==> src/rtl/dtu_pkg.sv <==
// ----------------------------------------------------------------------------
// dtu_pkg
// Shared types, constants and the suffix table for the duration text parser.
// ----------------------------------------------------------------------------
package dtu_pkg;

	typedef enum logic [1:0] {
		UNIT_MS  = 2'd0,
		UNIT_SEC = 2'd1,
		UNIT_MIN = 2'd2,
		UNIT_BAD = 2'd3
	} unit_t;

	localparam logic [15:0] MS_PER_SEC  = 16'd1000;
	localparam logic [15:0] MS_PER_MIN  = 16'd60000;
	localparam logic [15:0] SEC_PER_MIN = 16'd60;
	localparam logic [4:0]  MAX_DIGIT_POS = 5'd21;
	localparam int unsigned HASH_MOD = 36;

	localparam logic [63:0] U64_MAX = '1;

	// values once the count has saturated at all ones
	localparam logic [63:0] SAT_SEC_FROM_MS  = U64_MAX / 64'(MS_PER_SEC);
	localparam logic [63:0] SAT_MIN_FROM_MS  = U64_MAX / 64'(MS_PER_MIN);
	localparam logic [63:0] SAT_MIN_FROM_SEC = U64_MAX / 64'(SEC_PER_MIN);
	localparam logic [63:0] SAT_MS_FROM_SEC  = 64'd0 - 64'(MS_PER_SEC);
	localparam logic [63:0] SAT_MS_FROM_MIN  = 64'd0 - 64'(MS_PER_MIN);
	localparam logic [63:0] SAT_SEC_FROM_MIN = 64'd0 - 64'(SEC_PER_MIN);
	localparam logic [9:0]  SAT_REM_MS1000   = 10'(U64_MAX % 64'(MS_PER_SEC));
	localparam logic [15:0] SAT_REM_MS60000  = 16'(U64_MAX % 64'(MS_PER_MIN));
	localparam logic [5:0]  SAT_REM_SEC60    = 6'(U64_MAX % 64'(SEC_PER_MIN));

	localparam unit_t UNIT_TABLE [32] = '{
		UNIT_MIN, UNIT_MIN, UNIT_BAD, UNIT_BAD, UNIT_BAD, UNIT_BAD, UNIT_BAD, UNIT_SEC,
		UNIT_MS,  UNIT_BAD, UNIT_MIN, UNIT_BAD, UNIT_BAD, UNIT_BAD, UNIT_BAD, UNIT_BAD,
		UNIT_BAD, UNIT_MIN, UNIT_BAD, UNIT_MS,  UNIT_BAD, UNIT_BAD, UNIT_BAD, UNIT_BAD,
		UNIT_SEC, UNIT_BAD, UNIT_MS,  UNIT_SEC, UNIT_BAD, UNIT_BAD, UNIT_BAD, UNIT_SEC
	};

	// one byte moving from the input register into the accumulator
	typedef struct packed {
		logic       step;
		logic       last;
		logic [7:0] text_byte;
	} byte_cmd_t;

	// running text state; count is also kept pre-converted into every unit
	typedef struct packed {
		logic [63:0] count;
		logic [63:0] sec_from_ms;
		logic [63:0] min_from_ms;
		logic [63:0] min_from_sec;
		logic [63:0] ms_from_sec;
		logic [63:0] ms_from_min;
		logic [63:0] sec_from_min;
		logic [9:0]  rem_ms1000;
		logic [15:0] rem_ms60000;
		logic [5:0]  rem_sec60;
		logic        digits_closed;
		logic        letter_seen;
		logic [5:0]  suffix_hash;
		logic [5:0]  whole_hash;
		logic [4:0]  byte_pos;
	} acc_t;

endpackage

==> src/rtl/dtu_accum.sv <==
// ----------------------------------------------------------------------------
// dtu_accum
// Per-byte state update: digit count, unit conversions kept incrementally,
// suffix and whole-text hashes.
// ----------------------------------------------------------------------------
module dtu_accum (
	input  logic              clk,
	input  logic              arst_n,
	input  dtu_pkg::byte_cmd_t cmd,
	output dtu_pkg::acc_t      upd
);

	dtu_pkg::acc_t acc_q;

	function automatic logic [63:0] times10(logic [63:0] x);
		return (x << 3) + (x << 1);
	endfunction

	function automatic logic [19:0] scale_digit(logic [3:0] d, logic [15:0] k);
		return 20'(d) * 20'(k);
	endfunction

	// floor(v / k) for v < 10k
	function automatic logic [3:0] quot_digit(logic [19:0] v, logic [15:0] k);
		logic [3:0] q;
		q = '0;
		for (int j = 1; j <= 9; j++) begin
			if (v >= 20'(j) * 20'(k))
				q = q + 4'd1;
		end
		return q;
	endfunction

	function automatic logic [5:0] add_mod36(logic [5:0] h, logic [7:0] c);
		logic [8:0] v;
		logic [6:0] s;
		v = {1'b0, c};
		if (v >= 9'(4 * dtu_pkg::HASH_MOD)) v = v - 9'(4 * dtu_pkg::HASH_MOD);
		if (v >= 9'(2 * dtu_pkg::HASH_MOD)) v = v - 9'(2 * dtu_pkg::HASH_MOD);
		if (v >= 9'(dtu_pkg::HASH_MOD))     v = v - 9'(dtu_pkg::HASH_MOD);
		s = 7'(v) + {1'b0, h};
		if (s >= 7'(dtu_pkg::HASH_MOD))     s = s - 7'(dtu_pkg::HASH_MOD);
		return s[5:0];
	endfunction

	logic        is_digit;
	logic        is_upper;
	logic        is_lower;
	logic [3:0]  dval;
	logic [7:0]  lb;
	logic [67:0] ten_c;
	logic        sat;
	logic [19:0] v1000;
	logic [19:0] v60000;
	logic [19:0] v60;
	logic [3:0]  q1000;
	logic [3:0]  q60000;
	logic [3:0]  q60;

	always_comb begin
		is_digit = (cmd.text_byte >= 8'h30) && (cmd.text_byte <= 8'h39);
		is_upper = (cmd.text_byte >= 8'h41) && (cmd.text_byte <= 8'h5A);
		is_lower = (cmd.text_byte >= 8'h61) && (cmd.text_byte <= 8'h7A);
		dval     = cmd.text_byte[3:0];
		lb       = is_upper ? cmd.text_byte + 8'd32 : cmd.text_byte;

		ten_c = ({4'b0, acc_q.count} << 3) + ({4'b0, acc_q.count} << 1) + 68'(dval);
		sat   = |ten_c[67:64];

		v1000  = 20'(acc_q.rem_ms1000) * 20'd10 + 20'(dval);
		v60000 = 20'(acc_q.rem_ms60000) * 20'd10 + 20'(dval);
		v60    = 20'(acc_q.rem_sec60) * 20'd10 + 20'(dval);
		q1000  = quot_digit(v1000, dtu_pkg::MS_PER_SEC);
		q60000 = quot_digit(v60000, dtu_pkg::MS_PER_MIN);
		q60    = quot_digit(v60, dtu_pkg::SEC_PER_MIN);

		upd = acc_q;
		if (!acc_q.digits_closed) begin
			if (is_digit && (acc_q.byte_pos < dtu_pkg::MAX_DIGIT_POS)) begin
				if (sat) begin
					upd.count        = dtu_pkg::U64_MAX;
					upd.sec_from_ms  = dtu_pkg::SAT_SEC_FROM_MS;
					upd.min_from_ms  = dtu_pkg::SAT_MIN_FROM_MS;
					upd.min_from_sec = dtu_pkg::SAT_MIN_FROM_SEC;
					upd.ms_from_sec  = dtu_pkg::SAT_MS_FROM_SEC;
					upd.ms_from_min  = dtu_pkg::SAT_MS_FROM_MIN;
					upd.sec_from_min = dtu_pkg::SAT_SEC_FROM_MIN;
					upd.rem_ms1000   = dtu_pkg::SAT_REM_MS1000;
					upd.rem_ms60000  = dtu_pkg::SAT_REM_MS60000;
					upd.rem_sec60    = dtu_pkg::SAT_REM_SEC60;
				end else begin
					upd.count        = ten_c[63:0];
					upd.sec_from_ms  = times10(acc_q.sec_from_ms) + 64'(q1000);
					upd.min_from_ms  = times10(acc_q.min_from_ms) + 64'(q60000);
					upd.min_from_sec = times10(acc_q.min_from_sec) + 64'(q60);
					upd.ms_from_sec  = times10(acc_q.ms_from_sec)
						+ 64'(scale_digit(dval, dtu_pkg::MS_PER_SEC));
					upd.ms_from_min  = times10(acc_q.ms_from_min)
						+ 64'(scale_digit(dval, dtu_pkg::MS_PER_MIN));
					upd.sec_from_min = times10(acc_q.sec_from_min)
						+ 64'(scale_digit(dval, dtu_pkg::SEC_PER_MIN));
					upd.rem_ms1000   = 10'(v1000 - scale_digit(q1000, dtu_pkg::MS_PER_SEC));
					upd.rem_ms60000  = 16'(v60000 - scale_digit(q60000, dtu_pkg::MS_PER_MIN));
					upd.rem_sec60    = 6'(v60 - scale_digit(q60, dtu_pkg::SEC_PER_MIN));
				end
			end else begin
				upd.digits_closed = 1'b1;
			end
		end
		if (acc_q.byte_pos < dtu_pkg::MAX_DIGIT_POS)
			upd.byte_pos = acc_q.byte_pos + 5'd1;

		if (is_upper || is_lower)
			upd.letter_seen = 1'b1;
		if (upd.letter_seen)
			upd.suffix_hash = add_mod36(acc_q.suffix_hash, lb);
		upd.whole_hash = add_mod36(acc_q.whole_hash, lb);
	end

	// state returns to zero after the last byte of a text
	always_ff @(posedge clk or negedge arst_n) begin
		if (!arst_n) begin
			acc_q <= '0;
		end else if (cmd.step) begin
			acc_q <= cmd.last ? '0 : upd;
		end
	end

endmodule

==> src/rtl/dtu_result.sv <==
// ----------------------------------------------------------------------------
// dtu_result
// Suffix lookup, unit selection and the result register.
// ----------------------------------------------------------------------------
module dtu_result (
	input  logic                clk,
	input  logic                arst_n,
	input  logic                load,
	input  dtu_pkg::acc_t       upd,
	input  dtu_pkg::unit_t      unit,
	input  logic                out_ready,
	output logic                out_valid,
	output logic [63:0]         duration,
	output logic                bad_suffix
);

	logic [5:0]     hash;
	dtu_pkg::unit_t from;
	logic [63:0]    conv;
	logic           out_valid_q;
	logic [63:0]    duration_q;
	logic           bad_q;

	always_comb begin
		hash = upd.letter_seen ? upd.suffix_hash : upd.whole_hash;
		// hash 32..35 has no table entry
		from = hash[5] ? dtu_pkg::UNIT_BAD : dtu_pkg::UNIT_TABLE[hash[4:0]];
		conv = 64'd1;
		unique case (unit)
			dtu_pkg::UNIT_MS: begin
				unique case (from)
					dtu_pkg::UNIT_MS:  conv = upd.count;
					dtu_pkg::UNIT_SEC: conv = upd.ms_from_sec;
					dtu_pkg::UNIT_MIN: conv = upd.ms_from_min;
					dtu_pkg::UNIT_BAD: conv = 64'd1;
				endcase
			end
			dtu_pkg::UNIT_SEC: begin
				unique case (from)
					dtu_pkg::UNIT_MS:  conv = upd.sec_from_ms;
					dtu_pkg::UNIT_SEC: conv = upd.count;
					dtu_pkg::UNIT_MIN: conv = upd.sec_from_min;
					dtu_pkg::UNIT_BAD: conv = 64'd1;
				endcase
			end
			dtu_pkg::UNIT_MIN: begin
				unique case (from)
					dtu_pkg::UNIT_MS:  conv = upd.min_from_ms;
					dtu_pkg::UNIT_SEC: conv = upd.min_from_sec;
					dtu_pkg::UNIT_MIN: conv = upd.count;
					dtu_pkg::UNIT_BAD: conv = 64'd1;
				endcase
			end
			dtu_pkg::UNIT_BAD: conv = 64'd1;
		endcase
	end

	always_ff @(posedge clk or negedge arst_n) begin
		if (!arst_n) begin
			out_valid_q <= 1'b0;
		end else if (load) begin
			out_valid_q <= 1'b1;
		end else if (out_ready) begin
			out_valid_q <= 1'b0;
		end
	end

	always_ff @(posedge clk) begin
		if (load) begin
			duration_q <= conv;
			bad_q      <= (from == dtu_pkg::UNIT_BAD);
		end
	end

	assign out_valid  = out_valid_q;
	assign duration   = duration_q;
	assign bad_suffix = bad_q;

endmodule

==> src/rtl/duration_text_to_units.sv <==
// ----------------------------------------------------------------------------
// duration_text_to_units
// Parses a duration text byte by byte and returns it in the configured unit.
// ----------------------------------------------------------------------------
//  channel  signals                                  transfer
//  cfg      cfg_valid cfg_ready output_unit           unit register write
//  in       in_valid in_ready text_byte final_byte    one text byte
//  out      out_valid out_ready duration bad_suffix   one result per text
//
// One byte per cycle. From input transfer to result a byte passes through the
// input register, then state update and unit select into the result register.
// Conversions are kept incrementally per digit, so no divider is needed.
// A final byte waits in the input register while the result register is held;
// other bytes never stall. Reset clears all text state and sets unit to ms.
// ----------------------------------------------------------------------------
module duration_text_to_units (
	input  logic        clk,
	input  logic        arst_n,
	input  logic        cfg_valid,
	output logic        cfg_ready,
	input  logic [1:0]  output_unit,
	input  logic        in_valid,
	output logic        in_ready,
	input  logic [7:0]  text_byte,
	input  logic        final_byte,
	output logic        out_valid,
	input  logic        out_ready,
	output logic [63:0] duration,
	output logic        bad_suffix
);

	dtu_pkg::unit_t     unit_q;
	logic               valid_s1;
	logic [7:0]         text_byte_s1;
	logic               final_byte_s1;
	logic               res_free;
	logic               advance;
	dtu_pkg::byte_cmd_t cmd;
	dtu_pkg::acc_t      upd;

	assign cfg_ready = 1'b1;

	always_ff @(posedge clk or negedge arst_n) begin
		if (!arst_n) begin
			unit_q <= dtu_pkg::UNIT_MS;
		end else if (cfg_valid) begin
			unit_q <= dtu_pkg::unit_t'(output_unit);
		end
	end

	assign res_free = !out_valid || out_ready;
	assign advance  = valid_s1 && (!final_byte_s1 || res_free);
	assign in_ready = !valid_s1 || advance;

	always_ff @(posedge clk or negedge arst_n) begin
		if (!arst_n) begin
			valid_s1 <= 1'b0;
		end else if (in_valid && in_ready) begin
			valid_s1 <= 1'b1;
		end else if (advance) begin
			valid_s1 <= 1'b0;
		end
	end

	always_ff @(posedge clk) begin
		if (in_valid && in_ready) begin
			text_byte_s1  <= text_byte;
			final_byte_s1 <= final_byte;
		end
	end

	always_comb begin
		cmd.step      = advance;
		cmd.last      = final_byte_s1;
		cmd.text_byte = text_byte_s1;
	end

	dtu_accum u_accum (
		.clk    (clk),
		.arst_n (arst_n),
		.cmd    (cmd),
		.upd    (upd)
	);

	dtu_result u_result (
		.clk        (clk),
		.arst_n     (arst_n),
		.load       (advance && final_byte_s1),
		.upd        (upd),
		.unit       (unit_q),
		.out_ready  (out_ready),
		.out_valid  (out_valid),
		.duration   (duration),
		.bad_suffix (bad_suffix)
	);

endmodule

==> config.mk <==
export PLATFORM = sky130hd
export DESIGN_NAME = duration_text_to_units
export DESIGN_NICKNAME = d
export VERILOG_FILES = /design/src/rtl/dtu_pkg.sv /design/src/rtl/dtu_accum.sv /design/src/rtl/dtu_result.sv /design/src/rtl/duration_text_to_units.sv
export SDC_FILE = /design/constraint.sdc
export NUM_CORES = 2
export LEC_CHECK = 0
export BUFFER_PORTS_ARGS = -buffer_cell sky130_fd_sc_hd__buf_2
export CAP_MARGIN = 20
export CELL_PAD_IN_SITES_DETAIL_PLACEMENT = 0
export CELL_PAD_IN_SITES_GLOBAL_PLACEMENT = 2
export CORE_MARGIN = 4
export CORE_UTILIZATION = 44
export DETAILED_ROUTE_END_ITERATION = 16
export PLACE_DENSITY_LB_ADDON = 0.12
export SLEW_MARGIN = 20
export SYNTH_ARGS = -nofsm -noshare
export SYNTH_HDL_FRONTEND = slang
export SYNTH_SLANG_ARGS = --single-unit
==> constraint.sdc <==
create_clock -name clk -period 25.6 [get_ports clk]
set_input_delay 3.84 -clock clk [delete_from_list [all_inputs] [get_ports clk]]
set_output_delay 3.84 -clock clk [all_outputs]
set_load 0.02 [all_outputs]
==> results.json <==
{
  "hold_viol": 0,
  "period_minus_slack_ns": 14.38,
  "start_util_pct": 44.4,
  "yosys.area_share.simple_pct": 14.2,
  "cts_resized": 0,
  "globalplace.congestion": 0.906,
  "synth-adder-area-share_pct": 20.9,
  "cts_setup_buffers": 0,
  "placementRows": 142,
  "die_w_um": 397,
  "crit_fanout": 8,
  "grt_pass1_wl_um": 387000,
  "vias": 63100,
  "grt_overflow_total": 0,
  "syn_to_final_growth_pct": 7.74,
  "wl_per_cell_um": 25.7,
  "async_flop_share_pct": 87.1,
  "fmax_ghz": 0.0696,
  "start_kind": "flip-flop",
  "cts_root_buf": "clkbuf_16",
  "combPwrFrac_pct": 51.0,
  "cts_tree": "yes",
  "cts_hold_buf": 0,
  "path_clk_slew_ns": 0.05,
  "drt_wl_total_um": 257000,
  "ys.flop_type": "dfrtp_1",
  "synthCells": 8064,
  "cp_common_cell": "ha_1",
  "power.switching_mw": 2.27,
  "synth_edf_count": 74,
  "intPower_mw": 2.39,
  "setup-tns-final_ns": 0,
  "fp.dieH_um": 397,
  "hold_class": "reg -> reg",
  "final-max-slew-violation-count": 0,
  "outcome": "finished clean",
  "worst_ir_drop_vdd_mv": 0.103,
  "fin_skew_ns": 0.0348,
  "via_per_inst": 6.31,
  "synth_compound_area_share_pct": 29.2,
  "synth_nets": 9156,
  "track_usage_pct": 31.6,
  "worstSetupPathType": "reg -> reg",
  "ant_nets": 0,
  "cpPeakStageDelay_ns": 0.58,
  "portBuffers": 82,
  "cp_slowest_cell": "a211oi_1",
  "clockPowerShare_pct": 27.2,
  "timing.hold.ws_ns": 0.475,
  "period_share_pct": 56.2,
  "p_seq_share_pct": 21.8,
  "tightestPinTransition_ns": 1.20,
  "dp.final_hpwl_um": 189000,
  "insertion_delay_ns": 0.70,
  "rsz0062_at_grt": "false",
  "ys_types": 119,
  "core-area_sq_mm": 0.150,
  "ios": 84,
  "worstPathRequired_ns": 26.01,
  "design_area_sq_mm": 0.0719,
  "clock_path_buffers": 3,
  "cts-htree-levels": 3,
  "relSlewSlack_pct": 19.2,
  "placed_cell_area_sq_mm": 0.0690,
  "synth_xor_area_share_pct": 7.42,
  "grt_pass1_vias": 60700,
  "dieArea_sq_mm": 0.158,
  "drc": 0,
  "cts.sink_count": 572,
  "synth.mux.area_fraction_pct": 1.82,
  "drt_iter0_drc": 5015,
  "synth.avg_cell_area_sq_um": 8.28,
  "final_nets": 9001,
  "antenna_found_initial": 9,
  "grt_max_degree": 156,
  "layout_common_cells": "ha_1 (1007), a21oi_1 (694), nand2_1 (668)",
  "synth_top_family_by_area": "compound AO/OA/AOI/OAI gates",
  "drive_gt1_share_pct": 5.94,
  "drtPass1Iterations": 6,
  "p_per_area_mw_per_mm2": 64.9,
  "max_cap_viol_count": 0,
  "p_leak_nw": 36.3,
  "syn_area_sq_mm": 0.0667,
  "final_common_cell": "ha_1",
  "ys_warn_count": 0,
  "switching_share_pct": 48.7,
  "ys_ff_latch": 572,
  "numCtsBuffers": 83,
  "setup_viol": 0,
  "ys_seq_area_share_pct": 22.0,
  "cp-end-kind": "flip-flop",
  "arrival_ns": 14.79
}
cell type report:
type                            instances  area (sq um)
Sequential cell                       572         14700
Clock buffer                          115          2380
Timing Repair Buffer                  178          1230
Clock inverter                         37           538
Antenna cell                            6          15.0
Tap cell                             2016          2520
Inverter                              331          1240
Fill cell                           14900         78400
Multi-Input combinational cell       6743         49300
state kept, by name (all words and copies together), names as in the netlist:
signal	flops
unit_q	2
valid_s1	1
u_result.duration	64
u_result.bad_suffix	1
u_result.out_valid	1
final_byte_s1	1
u_accum.acc_q	494
text_byte_s1	8
power groups by stage:
stage	Combinational [mW]	Clock, mW	Sequential (mW)
final	2.38	1.27	1.02
after global routing	2.52	1.32	1.02
after CTS	2.34	1.29	1.02
after detailed placement	2.33	0	1.03
after global placement	2.33	0	1.03
after floorplan	1.48	0	1.03
Yosys cell counts (21+ instances only):
| cell | instances | area share (%) |
|---|---|---|
| ha_1 | 1007 | 19 |
| mux2i_1 | 76 | 1.1 |
| xor2_1 | 207 | 2.7 |
| edfxtp_1 | 74 | 3.3 |
| mux2_2 | 29 | 0.49 |
| clkbuf_1 | 317 | 1.8 |
| fa_1 | 69 | 2.1 |
| nor4_1 | 29 | 0.27 |
| o211ai_1 | 53 | 0.60 |
| o22ai_1 | 71 | 0.67 |
| a21o_1 | 359 | 4.0 |
| nor3_1 | 157 | 1.2 |
| nand2_1 | 674 | 3.8 |
| a211oi_1 | 71 | 0.80 |
| nand2b_1 | 77 | 0.72 |
| buf_1 | 50 | 0.28 |
| a22oi_1 | 52 | 0.58 |
| a221oi_1 | 29 | 0.38 |
| a31oi_1 | 229 | 2.1 |
| buf_2 | 44 | 0.33 |
| o21a_1 | 78 | 0.88 |
| nor2_1 | 550 | 3.1 |
| a21oi_1 | 694 | 5.2 |
| o31ai_1 | 45 | 0.51 |
| nand3_1 | 165 | 1.2 |
| nor2b_1 | 52 | 0.49 |
| nand4_1 | 66 | 0.62 |
| and2_1 | 35 | 0.33 |
| or2_2 | 31 | 0.29 |
| or3_1 | 50 | 0.47 |
| a31o_2 | 21 | 0.28 |
| and3_1 | 64 | 0.60 |
| o21bai_1 | 79 | 0.89 |
| xnor2_1 | 354 | 4.6 |
| o21ai_0 | 603 | 4.5 |
| dfrtp_1 | 498 | 19 |
| a22o_1 | 246 | 3.2 |
| inv_1 | 330 | 1.9 |
layer usage:
layer	track usage [%]	up-vias	wire [um]
met5	0	-	8
met4	9.97	2	8980
met2	50.3	1926	115000
met3	3.91	357	15300
met1	44.5	31000	118000
li1	-	29800	-
worst max-delay path, delay by kind of cell (launching register included):
kind	cells	cell delay (ns)
AO/OA/AOI/OAI	22	6.74
adder cells (fa/ha/maj)	9	2.80
AND/OR/NAND/NOR	12	2.73
XOR/XNOR	5	0.89
flip-flops	1	0.46
buffers and inverters	4	0.25
multiplexers	1	0.25
metrics by stage:
| step | util (%) | setup slack (ns) | power, mW | instances |
|---|---|---|---|---|
| floorplan | - | 13.02 | 2.50 | 8064 |
| global placement | 45.9 | 11.41 | 3.36 | 9838 |
| detailed placement | 45.9 | 11.31 | 3.36 | 9839 |
| CTS | 47.8 | 11.26 | 4.64 | 9991 |
| global route | 47.8 | 10.13 | 4.86 | 9995 |
| finish | 47.8 | 11.22 | 4.66 | 9998 |
cell families after synthesis:
group           Yosys count
flops                   572
compound gates         2949
fa+ha+maj              1076
mux                     114
xor+xnor                563
other cells               1
simple gates           2040
buf+inv                 749
path summary, 6_finish.rpt:
| path | startpoint | endpoint | slack, ns | depth (start not counted) |
|---|---|---|---|---|
| max | u_accum.acc_q[20] | u_result.duration[63] | 11.22 | 53 |
| min | u_accum.acc_q[5] | u_accum.acc_q[5] | 0.47 | 2 |
| max reg2reg | u_accum.acc_q[20] | u_result.duration[63] | 11.22 | 53 |
| min reg2reg | u_accum.acc_q[5] | u_accum.acc_q[5] | 0.47 | 2 |
| max in group asynchronous | arst_n | u_accum.acc_q[81] | 19.71 | 4 |
| min in group asynchronous | arst_n | u_accum.acc_q[37] | 3.13 | 1 |
(Power assumes the default switching activity.)
